==> src/rtl/frx_pkg.sv <==
// Shared types and constants for the framed packet receive ring buffer.
// Used by frx_front, frx_back and the top level; no dependencies of its own.
package frx_pkg;

  // RING_DEPTH is a power of two so that pointers wrap naturally
  localparam int RING_DEPTH  = 1024;
  localparam int FRAME_BYTES = 1024;
  localparam int HDR_SIZE    = 4;
  localparam int PTR_W       = $clog2(RING_DEPTH);
  localparam int LEN_MAX     = ((RING_DEPTH < FRAME_BYTES) ? RING_DEPTH : FRAME_BYTES)
                               - HDR_SIZE;
  localparam int REM_W       = $clog2(LEN_MAX + 1);
  localparam logic [7:0] SIG_BYTE = 8'hFF;

  localparam logic [1:0] CMD_FRAME = 2'd0;
  localparam logic [1:0] CMD_POP   = 2'd1;
  localparam logic [1:0] CMD_FLUSH = 2'd2;

  typedef enum logic [2:0] {
    OP_NOP,
    OP_POP,
    OP_FLUSH,
    OP_START,
    OP_BYTE
  } op_kind_t;

  typedef enum logic [2:0] {
    PH_IDLE,
    PH_LEN_LO,
    PH_LEN_HI,
    PH_SIG2,
    PH_PAYLOAD
  } phase_t;

  typedef enum logic [2:0] {
    ST_NONE    = 3'd0,
    ST_ACCEPT  = 3'd1,
    ST_DROPPED = 3'd2,
    ST_BAD_SIG = 3'd3,
    ST_BAD_LEN = 3'd4
  } status_t;

  typedef struct packed {
    logic [1:0] command;
    logic [7:0] rx_byte;
    logic       frame_start;
  } in_item_t;

  typedef struct packed {
    logic [7:0]  read_data;
    logic        read_valid;
    logic [9:0]  fill_level;
    logic [2:0]  packet_status;
    logic        blocked;
    logic        resumed;
    logic [31:0] drop_total;
  } out_item_t;

  // decoded request handed from front to back
  typedef struct packed {
    op_kind_t   kind;
    logic [7:0] data;
    logic       is_sig;
  } op_t;

endpackage

==> src/rtl/frx_front.sv <==
// Front end: accepts input requests, decodes them into ops and queues them.
// Depends on frx_pkg.
module frx_front (
  input  logic             clk,
  input  logic             rst_n,
  input  logic             in_valid,
  output logic             in_stall,
  input  frx_pkg::in_item_t in_data,
  output logic             q_valid,
  output frx_pkg::op_t     q_op,
  input  logic             q_pop
);

  frx_pkg::op_t q_r [2];
  logic         wr_ptr_r, wr_ptr_nxt;
  logic         rd_ptr_r, rd_ptr_nxt;
  logic [1:0]   count_r, count_nxt;
  frx_pkg::op_t dec_op;
  logic         push;

  always_comb begin
    dec_op.data   = in_data.rx_byte;
    dec_op.is_sig = (in_data.rx_byte == frx_pkg::SIG_BYTE);
    unique case (in_data.command)
      frx_pkg::CMD_FRAME: dec_op.kind = in_data.frame_start ? frx_pkg::OP_START
                                                            : frx_pkg::OP_BYTE;
      frx_pkg::CMD_POP:   dec_op.kind = frx_pkg::OP_POP;
      frx_pkg::CMD_FLUSH: dec_op.kind = frx_pkg::OP_FLUSH;
      default:            dec_op.kind = frx_pkg::OP_NOP;
    endcase
  end

  assign in_stall = (count_r == 2'd2);
  assign push     = in_valid && !in_stall;
  assign q_valid  = (count_r != 2'd0);
  assign q_op     = q_r[rd_ptr_r];

  always_comb begin
    wr_ptr_nxt = push  ? ~wr_ptr_r : wr_ptr_r;
    rd_ptr_nxt = q_pop ? ~rd_ptr_r : rd_ptr_r;
    count_nxt  = count_r + {1'b0, push} - {1'b0, q_pop};
  end

  always_ff @(posedge clk) begin
    if (!rst_n) begin
      wr_ptr_r <= 1'b0;
      rd_ptr_r <= 1'b0;
      count_r  <= 2'd0;
    end else begin
      wr_ptr_r <= wr_ptr_nxt;
      rd_ptr_r <= rd_ptr_nxt;
      count_r  <= count_nxt;
    end
  end

  always_ff @(posedge clk) begin
    if (push) begin
      q_r[wr_ptr_r] <= dec_op;
    end
  end

  a_no_pop_empty: assert property (@(posedge clk) disable iff (!rst_n)
    q_pop |-> q_valid)
    else $error("pop from empty request queue");

endmodule

==> config.mk <==
export PLATFORM = sky130hd
export DESIGN_NAME = frx_front
export DESIGN_NICKNAME = d
export VERILOG_FILES = /design/src/rtl/frx_pkg.sv /design/src/rtl/frx_front.sv
export SDC_FILE = /design/constraint.sdc
export NUM_CORES = 1
export LEC_CHECK = 0
export ABC_AREA = 1
export BUFFER_PORTS_ARGS = -buffer_cell sky130_fd_sc_hd__buf_2
export CAP_MARGIN = 0
export CORE_ASPECT_RATIO = 1.2
export CORE_MARGIN = 2
export CORE_UTILIZATION = 50
export DETAILED_ROUTE_END_ITERATION = 8
export PLACE_DENSITY_LB_ADDON = 0.15
export SYNTH_ARGS = -nofsm -noshare
export SYNTH_HDL_FRONTEND = slang
export SYNTH_SLANG_ARGS = --single-unit
export TNS_END_PERCENT = 100
==> constraint.sdc <==
create_clock -name clk -period 2 [get_ports clk]
set_clock_uncertainty 0.2 [all_clocks]
set_input_delay 0.6 -clock clk [delete_from_list [all_inputs] [get_ports clk]]
set_output_delay 0.6 -clock clk [all_outputs]
set_load 0.01 [all_outputs]
### After elaboration in Yosys (flattened, before gate mapping)

Memories as Yosys holds them, arrays and structs flattened. A register that Yosys moved wholly into a read port is not among the register bits.
Index checks and enable logic that the tools add are counted.

* $add $sub $neg: 2
* equal/unequal tests: 4
* mux-type cells: 6
* bitwise gates (word level): 2
* reductions and logical operators: 4

Operator list (number)
* 3-bit one-hot mux with 3 select lines: 1
* 8-bit == test (second input constant): 1
* 2-bit == test (second input constant): 2
* 1-bit 2-to-1 mux: 4
* 3-bit 2-to-1 mux: 1
* 2-bit by 1-bit adder with 2-bit output: 1
* 2-bit by 1-bit == test with 1-bit output (second input constant): 1
* 2-bit logical NOT: 1
* 1-bit NOT: 2
* 2-bit nonzero test: 1
* 2-bit by 1-bit subtractor with 2-bit output: 1
* 1-bit logical AND: 1
* 1-bit logical NOT: 1

* flip-flop bits (word level): 4
* bits in writable memories: 24
* input bits: 15
* logic and storage cells: 22
* memories kept: 1

Memory list
* q_r: depth 2, width 12, read ports 1, clocked after Yosys merged registers in 1, write ports 1, line frx_front.sv:14 `frx_pkg::op_t q_r [2];`

### Longest topological paths before layout

Gate-level depths: netlist of the first run.

* depth after elaboration: 5
* depth in mapped cells: 11
* mapped depth without buffers: 11

### Worst setup path before layout of the first run

No wires, ideal clock.

* path kind: input -> register
* from: in in_valid
* to: mem q_r[0][0] (netlist name), enable pin
* setup time: 0.380 ns
* data arrival time: 1.196 ns
* required time: 1.420 ns
* path slack: 0.224 ns
* stages on the path: 2
* cells stage by stage: nand2_1 nor2_1

* longest elaborated chain between the ends: 3

RTL lines
* from (decl): line frx_front.sv:6 `input logic in_valid,`
* 1-bit logical AND: line frx_front.sv:34 `assign push = in_valid && !in_stall;`
* 1-bit 2-to-1 mux: line frx_front.sv:57 `if (push) begin`
* 1-bit 2-to-1 mux (implied by the code): line frx_front.sv:58 `q_r[wr_ptr_r] <= dec_op;`
* to (decl): line frx_front.sv:14

No other way between the ends.

==> results of run 1 <==
[worst max-delay path by stage]
stage                         start                    end  depth (start not counted)
after CTS                 flip-flop                q_op[0]                          3
after floorplan            in_valid    q_r[0][0]$_DFFE_PP_                          2
after global placement     in_valid  count_r[1]$_SDFF_PN0_                          9
after global routing      flip-flop                q_op[2]                          3
final                     flip-flop                q_op[6]                          3
after detailed placement   in_valid  count_r[1]$_SDFF_PN0_                          9
[power breakdown]
group / switching [uW] / internal (uW)
clock network: 187 / 203
registers: 19.9 / 717
logic: 128 / 156
[worst max-delay path: stages (launching register included)]
cell     delay [ns]
dfxtp_4        0.40
buf_16         0.13
mux2_4         0.30
buf_6          0.12
[sequential cells by signal, indices dropped and copies added, names as in the netlist, named ones only]
| signal | flops |
|---|---|
| q_r | 24 |
| rd_ptr_r | 1 |
| count_r | 2 |
| wr_ptr_r | 1 |
[per-stage QoR]
stage	setup WS, ns	area [um^2]	setup TNS (ns)	power, uW
2_1_floorplan	0.224	1180	0	891
3_3_place_gp	0.164	1380	0	975
3_5_place_dp	0.0693	1380	0	983
4_1_cts	-0.0847	1560	-0.991	1430
5_1_grt	-0.134	1560	-1.56	1480
6_report	-0.0658	1560	-0.768	1410
[layer usage]
metal  share of wire [%]  vias up  GRT usage, %
li1                    -      357             -
met3                 5.9        5          9.49
met4                 2.2        0          7.34
met1                  35      337          15.2
met5                   0        -             0
met2                  57       22          28.2
[cell families (layout without fill, tap and decap cells)]
logic type / Yosys count / in the layout / share of synthesized area, %
buf+inv: 9 / 48 / 3.51
compound gates: 2 / 2 / 0.851
mux: 12 / 12 / 14.7
simple gates: 26 / 26 / 9.04
flops: 29 / 29 / 69.8
fa+ha+maj: 2 / 2 / 2.13
[area by class of cell]
type | count | area, um^2
flip-flops and latches | 29 | 825
clock inverters | 1 | 5.00
multi-input cells | 42 | 322
fillers | 169 | 696
repair buffers | 32 | 278
clock buffers | 7 | 65.1
inverters | 8 | 30.0
well taps | 31 | 38.8
[what timing repair did]
item | in CTS | in global routing
endpoints found under the setup margin | 12 | 12
gates resized for setup | 17 | 0
cloned | 1 | 0
[cells in the final DEF, fill, tap and decap left out, drive strengths merged]
cell type  count
buf           32
edfxtp        24
mux2          12
nor2          11
nand2         10
inv            8
clkbuf         7
dfxtp          5
nand3          2
nand4          2
a21oi          2
ha             2
nor3           1
clkinv         1
==> impl_metrics.py, run 1 <==
metrics = {
    "status": {
        "outcome": "finished, violations left",
        "violations": "setup timing",
    },
    "worst_hold_path": {
        "min_from": "in_data[1]",
        "hold_path_end": "q_r[0][1]$_DFFE_PP_",
        "min_path_cells": 1,
        "hp-class": "input port to flip-flop",
    },
    "clocking": {
        "cts_hold_buf": 0,
        "path_clk_slew_ns": 0.09,
        "postCtsSetupRepairBufs": 0,
        "clk_latency_ns": 0.32,
        "cts_tree": "built",
        "htreeDepth": 2,
        "cts_buffers": 5,
        "cts-root-buf": "clkbuf_4",
        "cts_buffer_depth": 2,
        "clock_sinks": 29,
    },
    "timing": {
        "hold_viol": 0,
        "rsz0062_at_grt": "true",
        "worst_slew_pin_slew_ns": 0.200,
        "hold_ws_ns": 0.282,
        "timing.final.ws_setup_ns": -0.0658,
        "setup_viol": 12,
        "final_max_slew_viol_count": 0,
        "fmax_mhz": 484,
        "maxSlewHeadroom_pct": 86.6,
        "fin_crit_sh_pct": 103,
        "fin_crit_ns": 2.07,
    },
    "placement": {
        "dp_hpwl_mm": 1.28,
        "dp.cells": 141,
        "io_buffers": 28,
        "gp_congestion": 0.669,
    },
    "routing": {
        "drcViolationCount": 0,
        "drt_wl_total_mm": 1.86,
        "antenna_left": 0,
        "wire_per_inst_um": 12.4,
        "drt_first_pass_iters": 7,
        "drtIter0Drc": 14,
        "route.vias.total": 721,
        "drt-vias-per-instance": 4.81,
    },
    "power_and_ir_drop": {
        "ir_worst_vdd_mv": 0.675,
        "powerDensity_nw_per_um2": 903,
        "leakagePower_uw": 0.000683,
    },
    "worst_setup_path": {
        "reg2reg_setup_slack_ns": 0.25,
        "worst-setup-path-type": "flip-flop to output pin",
        "reg2reg_depth": 10,
        "r2r_start": "count_r[0]$_SDFF_PN0_",
        "cp-start-kind": "flip-flop",
        "timing.rr.end": "count_r[1]$_SDFF_PN0_",
        "worst-path-max-fanout": 6,
        "cp.arrival_ns": 1.27,
        "worst_ep_required_time_ns": 1.20,
        "endpoint_kind": "output pin",
    },
    "flow_run": {
        "drv_cap": 0,
    },
    "synthesis": {
        "synth.distinct_cells": 13,
        "synth_flop_cell": "edfxtp_1",
        "syn_nets": 97,
        "yosysTopAreaCell": "edfxtp_1",
        "ys_top_cells_by_count": "edfxtp_1, nor2_1, mux2_4, nand2_1, inv_1",
        "yosysTopAreaCellShare_pct": 61.3,
        "synthArstFlopShare_pct": 0,
        "ys_top_cells_by_area": "edfxtp_1, mux2_4, dfxtp_1",
        "ys_seq_area_share_pct": 69.8,
        "netlist_area_um2": 1180,
        "synth_warnings": 0,
        "postSynthAreaPerCell_um2": 14.7,
        "yosysMostFrequentCell": "edfxtp_1",
        "ys_seq_elements": 29,
        "synth-edff-count": 24,
        "syn-instance-count": 80,
    },
    "global_routing": {
        "grt_pass1_vias": 798,
        "antenna_found_initial": 0,
        "grt_start_max_net_pins": 13,
        "grt_pass1_wl_mm": 3.07,
        "grt-ovfl-total": 0,
        "grt_use_total_pct": 16.7,
    },
    "floorplan": {
        "die_h_um": 57.1,
        "dieArea_um2": 2760,
        "ios": 29,
        "num_rows": 19,
        "core_um2": 2260,
        "start_util_pct": 52.1,
        "die_x_um": 48.3,
    },
    "final_layout": {
        "diodes": 0,
        "fin_util_pct": 69.2,
        "final_layout_size_suffix_gt1_share_pct": 44.5,
        "areaGrowthSynthToFinish_pct": 32.9,
        "finalNetCount": 135,
        "fin_cells": 150,
    },
}
(Power assumes the default switching activity.)
==> inputs of run 2 (changes only) <==
- SETUP_SLACK_MARGIN: default -> 0.3
==> run 2 against run 1 <==
The run still ends with setup timing left. Global-route usage is 0.67 points higher. Sequential share of layout area is 3.2 points lower. Non-clock buffer count grew 5. Setup slack barely moved. Sequential power up 1%. Wire length is 18% higher. Die area stayed put. Combinational power is 33% higher. Clock-buffer cell count shrank 1. Fmax is essentially flat. Final area up 7.0%.
==> impl_metrics.py, run 2 (same netlist as run 1, synthesis figures left out) <==
metrics = {
    "status": {
        "outcome": "finished, violations left",
        "violations": "setup timing",
    },
    "worst_hold_path": {
        "hp-class": "input port to flip-flop",
    },
    "floorplan": {
        "core_um2": 2260,
        "dieArea_um2": 2760,
        "start_util_pct": 52.1,
        "num_rows": 19,
        "ios": 29,
        "die_h_um": 57.1,
        "die_x_um": 48.3,
    },
    "flow_run": {
        "drv_cap": 0,
    },
    "global_routing": {
        "grt-ovfl-total": 0,
        "grt_start_max_net_pins": 13,
        "grt_pass1_vias": 758,
        "antenna_found_initial": 0,
        "grt_pass1_wl_mm": 3.13,
        "grt_use_total_pct": 17.4,
    },
    "clocking": {
        "cts_buffer_depth": 2,
        "cts_buffers": 5,
        "cts_tree": "built",
        "clock_sinks": 29,
        "path_clk_slew_ns": 0.09,
        "cts-root-buf": "clkbuf_4",
        "clk_latency_ns": 0.32,
        "htreeDepth": 2,
    },
    "timing": {
        "timing.final.ws_setup_ns": -0.0659,
        "hold_viol": 0,
        "fin_setup_tns_ns": -0.659,
        "maxSlewHeadroom_pct": 85.4,
        "setup_viol": 12,
        "fin_crit_ns": 2.07,
        "fin_crit_sh_pct": 103,
        "final_max_slew_viol_count": 0,
        "worst_slew_pin_slew_ns": 0.217,
        "fmax_mhz": 484,
        "rsz0062_at_grt": "true",
    },
    "routing": {
        "drcViolationCount": 0,
        "wire_per_inst_um": 14.2,
        "drtIter0Drc": 11,
        "route.vias.total": 762,
        "drt-vias-per-instance": 4.92,
        "antenna_left": 0,
        "drt_first_pass_iters": 3,
        "drt_wl_total_mm": 2.19,
    },
    "placement": {
        "dp_hpwl_mm": 1.36,
        "gp_congestion": 0.668,
        "io_buffers": 28,
    },
    "power_and_ir_drop": {
        "powerDensity_nw_per_um2": 884,
        "leakagePower_uw": 0.000713,
        "ir_worst_vdd_mv": 0.678,
        "power_uw": 1480,
    },
    "worst_setup_path": {
        "timing.rr.end": "count_r[1]$_SDFF_PN0_",
        "endpoint": "q_op[0]",
        "r2r_start": "count_r[0]$_SDFF_PN0_",
        "worst-path-max-fanout": 6,
        "endpoint_kind": "output pin",
        "crit_chain": "buf_12, mux2_4, buf_6",
        "cpMaxStageDelayCell": "dfxtp_4",
        "cp.arrival_ns": 1.27,
        "slowest_delay_ns": 0.39,
        "cp-start-kind": "flip-flop",
        "reg2reg_depth": 12,
        "worst-setup-path-type": "flip-flop to output pin",
        "worst_ep_required_time_ns": 1.20,
        "reg2reg_setup_slack_ns": 0.34,
    },
    "final_layout": {
        "num-fill-cells": 157,
        "top_regs": "q_r (24), count_r (2)",
        "seq_area_um2": 830,
        "fin_util_pct": 74.1,
        "final_layout_size_suffix_gt1_share_pct": 59.7,
        "layout_commonest_cell": "edfxtp_1",
        "final_cell_mix": "edfxtp_1, buf_6, buf_2, mux2_4, nor2_1",
        "diodes": 0,
        "regMostFlops": "q_r",
        "finalNetCount": 140,
        "multi_input_area_um2": 380,
        "largest_reg_flops": 24,
        "areaGrowthSynthToFinish_pct": 42.2,
    },
}
-- run 2: changes by cell type in the layout (fill, tap and decap cells not counted), moves of 3 or more --
cell and change:
buf_6 +3, nand2_2 +3, buf_4 +4, nand2_1 -5, inv_1 -5, inv_2 +4
-- run 2: per-stage QoR --
step           hold WS (ns)  cells  setup slack (ns)  area (um^2)
2_1_floorplan         0.263     80             0.311         1180
3_3_place_gp          0.278    141             0.175         1390
3_5_place_dp          0.298    141             0.100         1390
4_1_cts               0.274    153           -0.0843         1590
5_1_grt               0.272    155           -0.0971         1670
6_report              0.279    155           -0.0659         1670
-- run 2: worst max-delay path: cells and delay by family (launching register included) --
family,cells,cell delay (ns)
muxes,1,0.31
buffers and inverters,2,0.25
DFF,1,0.39
-- run 2: timing repair --
action	in CTS	in global routing
setup endpoints to repair	15	15
gates resized for setup	22	17
endpoints found under the hold margin	0	0
hold buffers	0	0
setup buffers	3	2
pin swaps	0	7
cloned	1	0
-- run 2: layer usage --
layer	up-vias	track usage (%)	share of wire (%)
met5	-	0	0
met1	368	16.9	33
met2	19	29.1	59
met3	5	6.33	5.3
met4	0	10.4	2.6
li1	370	-	-
-- run 2: area by class of cell --
type	instances	area share, %
sequential	29	49.6
multi-input combinational	42	22.7
timing repair buffer	37	19.8
clock buffer	6	3.07
tap	31	2.32
inverter	8	1.94
clock inverter	2	0.524
-- run 2: worst min path at each step --
stage                                       end  depth (start not counted)                  start  slack, ns
after floorplan                       flip-flop                          2  rd_ptr_r$_SDFFE_PN0P_       0.26
after global routing        q_r[1][2]$_DFFE_PP_                          1             in_data[2]       0.27
after detailed placement  rd_ptr_r$_SDFFE_PN0P_                          2  rd_ptr_r$_SDFFE_PN0P_       0.30
after global placement    rd_ptr_r$_SDFFE_PN0P_                          2  rd_ptr_r$_SDFFE_PN0P_       0.28
final                       q_r[1][6]$_DFFE_PP_                          1             in_data[6]       0.28
after CTS                   q_r[1][6]$_DFFE_PP_                          1             in_data[6]       0.27
-- run 2: power by group --
part / leakage [uW] / switching, uW / total, uW / internal [uW]
clock network: 0.0000357 / 191 / 356 / 165
registers: 0.000269 / 26.9 / 747 / 720
logic: 0.000408 / 164 / 377 / 212
total: 0.000713 / 382 / 1480 / 1100
==> inputs of run 3 (changes only) <==
- CAP_MARGIN: 0 -> 20
- CTS_BUF_LIST: default -> sky130_fd_sc_hd__clkbuf_4
==> run 3 against run 2 <==
The flow still finishes with violations (setup timing). Clock-buffer cell count decreased by 1. Hold slack improved by 0.0033 ns. Critical path depth unchanged. Final cell count did not move. Via count decreased by 0.26%. Sequential cell count did not move. Sequential share of layout area rose by 0.30 points. Sequential power hardly changed. Fmax decreased by 0.16%. Core utilization decreased by 0.44 points. Wire length grew 0.41%. Die area unchanged. Critical path type unchanged. Highest routed layer unchanged.
==> impl_metrics.py, run 3 (same netlist as run 1, synthesis figures left out) <==
metrics = {
    "worst_setup_path": {
        "cp-start-kind": "flip-flop",
        "worst_ep_required_time_ns": 1.20,
        "worst-path-max-fanout": 6,
        "worst-setup-path-type": "flip-flop to output pin",
        "cp.arrival_ns": 1.27,
        "endpoint_kind": "output pin",
    },
    "floorplan": {
        "die_h_um": 57.1,
        "ios": 29,
        "start_util_pct": 52.1,
        "core_um2": 2260,
        "num_rows": 19,
        "dieArea_um2": 2760,
        "die_x_um": 48.3,
    },
    "routing": {
        "wire_per_inst_um": 14.2,
        "route.vias.total": 760,
        "drt-vias-per-instance": 4.90,
        "drtIter0Drc": 12,
        "drt_first_pass_iters": 4,
        "drcViolationCount": 0,
        "drt_wl_total_mm": 2.20,
        "antenna_left": 0,
    },
    "global_routing": {
        "grt_start_max_net_pins": 13,
        "grt-ovfl-total": 0,
        "grt_use_total_pct": 17.7,
        "antenna_found_initial": 0,
        "grt_pass1_wl_mm": 3.13,
        "grt_pass1_vias": 755,
    },
    "timing": {
        "setup_viol": 12,
        "fin_crit_ns": 2.07,
        "worst_slew_pin_slew_ns": 0.215,
        "maxSlewHeadroom_pct": 85.5,
        "hold_ws_ns": 0.282,
        "rsz0062_at_grt": "true",
        "fmax_mhz": 483,
        "fin_crit_sh_pct": 103,
        "hold_viol": 0,
        "timing.final.ws_setup_ns": -0.0692,
        "final_max_slew_viol_count": 0,
    },
    "placement": {
        "gp_congestion": 0.668,
        "dp_hpwl_mm": 1.36,
        "place_area_um2": 1390,
        "io_buffers": 28,
        "dp.cells": 141,
    },
    "worst_hold_path": {
        "hp-class": "input port to flip-flop",
    },
    "final_layout": {
        "final_cell_area_um2": 1660,
        "layout_commonest_cell": "edfxtp_1",
        "fin_cells": 155,
        "top_regs": "q_r (24), count_r (2)",
        "areaGrowthSynthToFinish_pct": 41.4,
        "largest_reg_flops": 24,
        "regMostFlops": "q_r",
        "diodes": 0,
        "final_layout_size_suffix_gt1_share_pct": 58.9,
        "finalNetCount": 140,
        "final_cell_mix": "edfxtp_1, buf_6, buf_2, mux2_4, nor2_1",
    },
    "status": {
        "violations": "setup timing",
        "outcome": "finished, violations left",
    },
    "clocking": {
        "clock_sinks": 29,
        "path_clk_slew_ns": 0.09,
        "cts_buffers": 5,
        "cts_hold_buf": 0,
        "htreeDepth": 2,
        "clk_latency_ns": 0.31,
        "cts_buffer_depth": 2,
        "cts-root-buf": "clkbuf_4",
        "cts_tree": "built",
    },
    "power_and_ir_drop": {
        "leakagePower_uw": 0.000707,
        "ir_worst_vdd_mv": 0.678,
        "power_uw": 1440,
        "powerDensity_nw_per_um2": 865,
    },
    "flow_run": {
        "drv_cap": 0,
    },
}
-- run 3: cell types whose count changed in the layout (fill, tap and decap cells not counted), sizes merged --
cell | previous run | this run
clkinv | 2 | 3
clkbuf | 6 | 5
-- run 3: area by class of cell --
class / instances / area (um^2)
Clock buffer: 5 / 37.5
Timing Repair Buffer: 37 / 332
Inverter: 8 / 32.5
Sequential cell: 29 / 830
Tap cell: 31 / 38.8
Clock inverter: 3 / 12.5
Multi-Input combinational cell: 42 / 380
Fill cell: 160 / 596
-- run 3: what timing repair did --
action	in CTS	in global routing
resized for setup	22	17
pin swaps	0	7
setup endpoints to repair	15	15
buffers inserted	3	2
gates cloned	1	0
-- run 3: routing by layer --
layer  share of wire [%]  GRT usage [%]  vias to the layer above
met5                   0              0                        -
met2                  60           28.9                       19
met4                 1.5           10.4                        0
met3                 5.1           8.23                        2
met1                  33           16.9                      369
li1                    -              -                      370
-- run 3: report_power, final --
group          switching [uW]  internal [uW]
logic                     164            212
registers                26.8            720
clock network             189            127
-- run 3: final timing paths --
kind | from | endpoint | slack, ns | cells past startpoint
setup / recovery | flip-flop | q_op[0] | -0.07 | 3
hold / removal | in_data[6] | q_r[1][6]$_DFFE_PP_ | 0.28 | 1
setup reg to reg | count_r[0]$_SDFF_PN0_ | count_r[1]$_SDFF_PN0_ | 0.33 | 12
hold reg to reg | rd_ptr_r$_SDFFE_PN0P_ | rd_ptr_r$_SDFFE_PN0P_ | 0.33 | 2
-- run 3: critical path, stage by stage (launching register included) --
cell	delay, ns
dfxtp_4	0.39
buf_12	0.13
mux2_4	0.31
buf_6	0.12
-- run 3: stage by stage --
stage / utilization (%) / setup TNS, ns / setup WS (ns)
floorplan: - / 0 / 0.311
global placement: 61.4 / 0 / 0.175
detailed placement: 61.4 / 0 / 0.100
CTS: 69.9 / -0.881 / -0.0898
global route: 73.6 / -1.13 / -0.107
finish: 73.6 / -0.676 / -0.0692
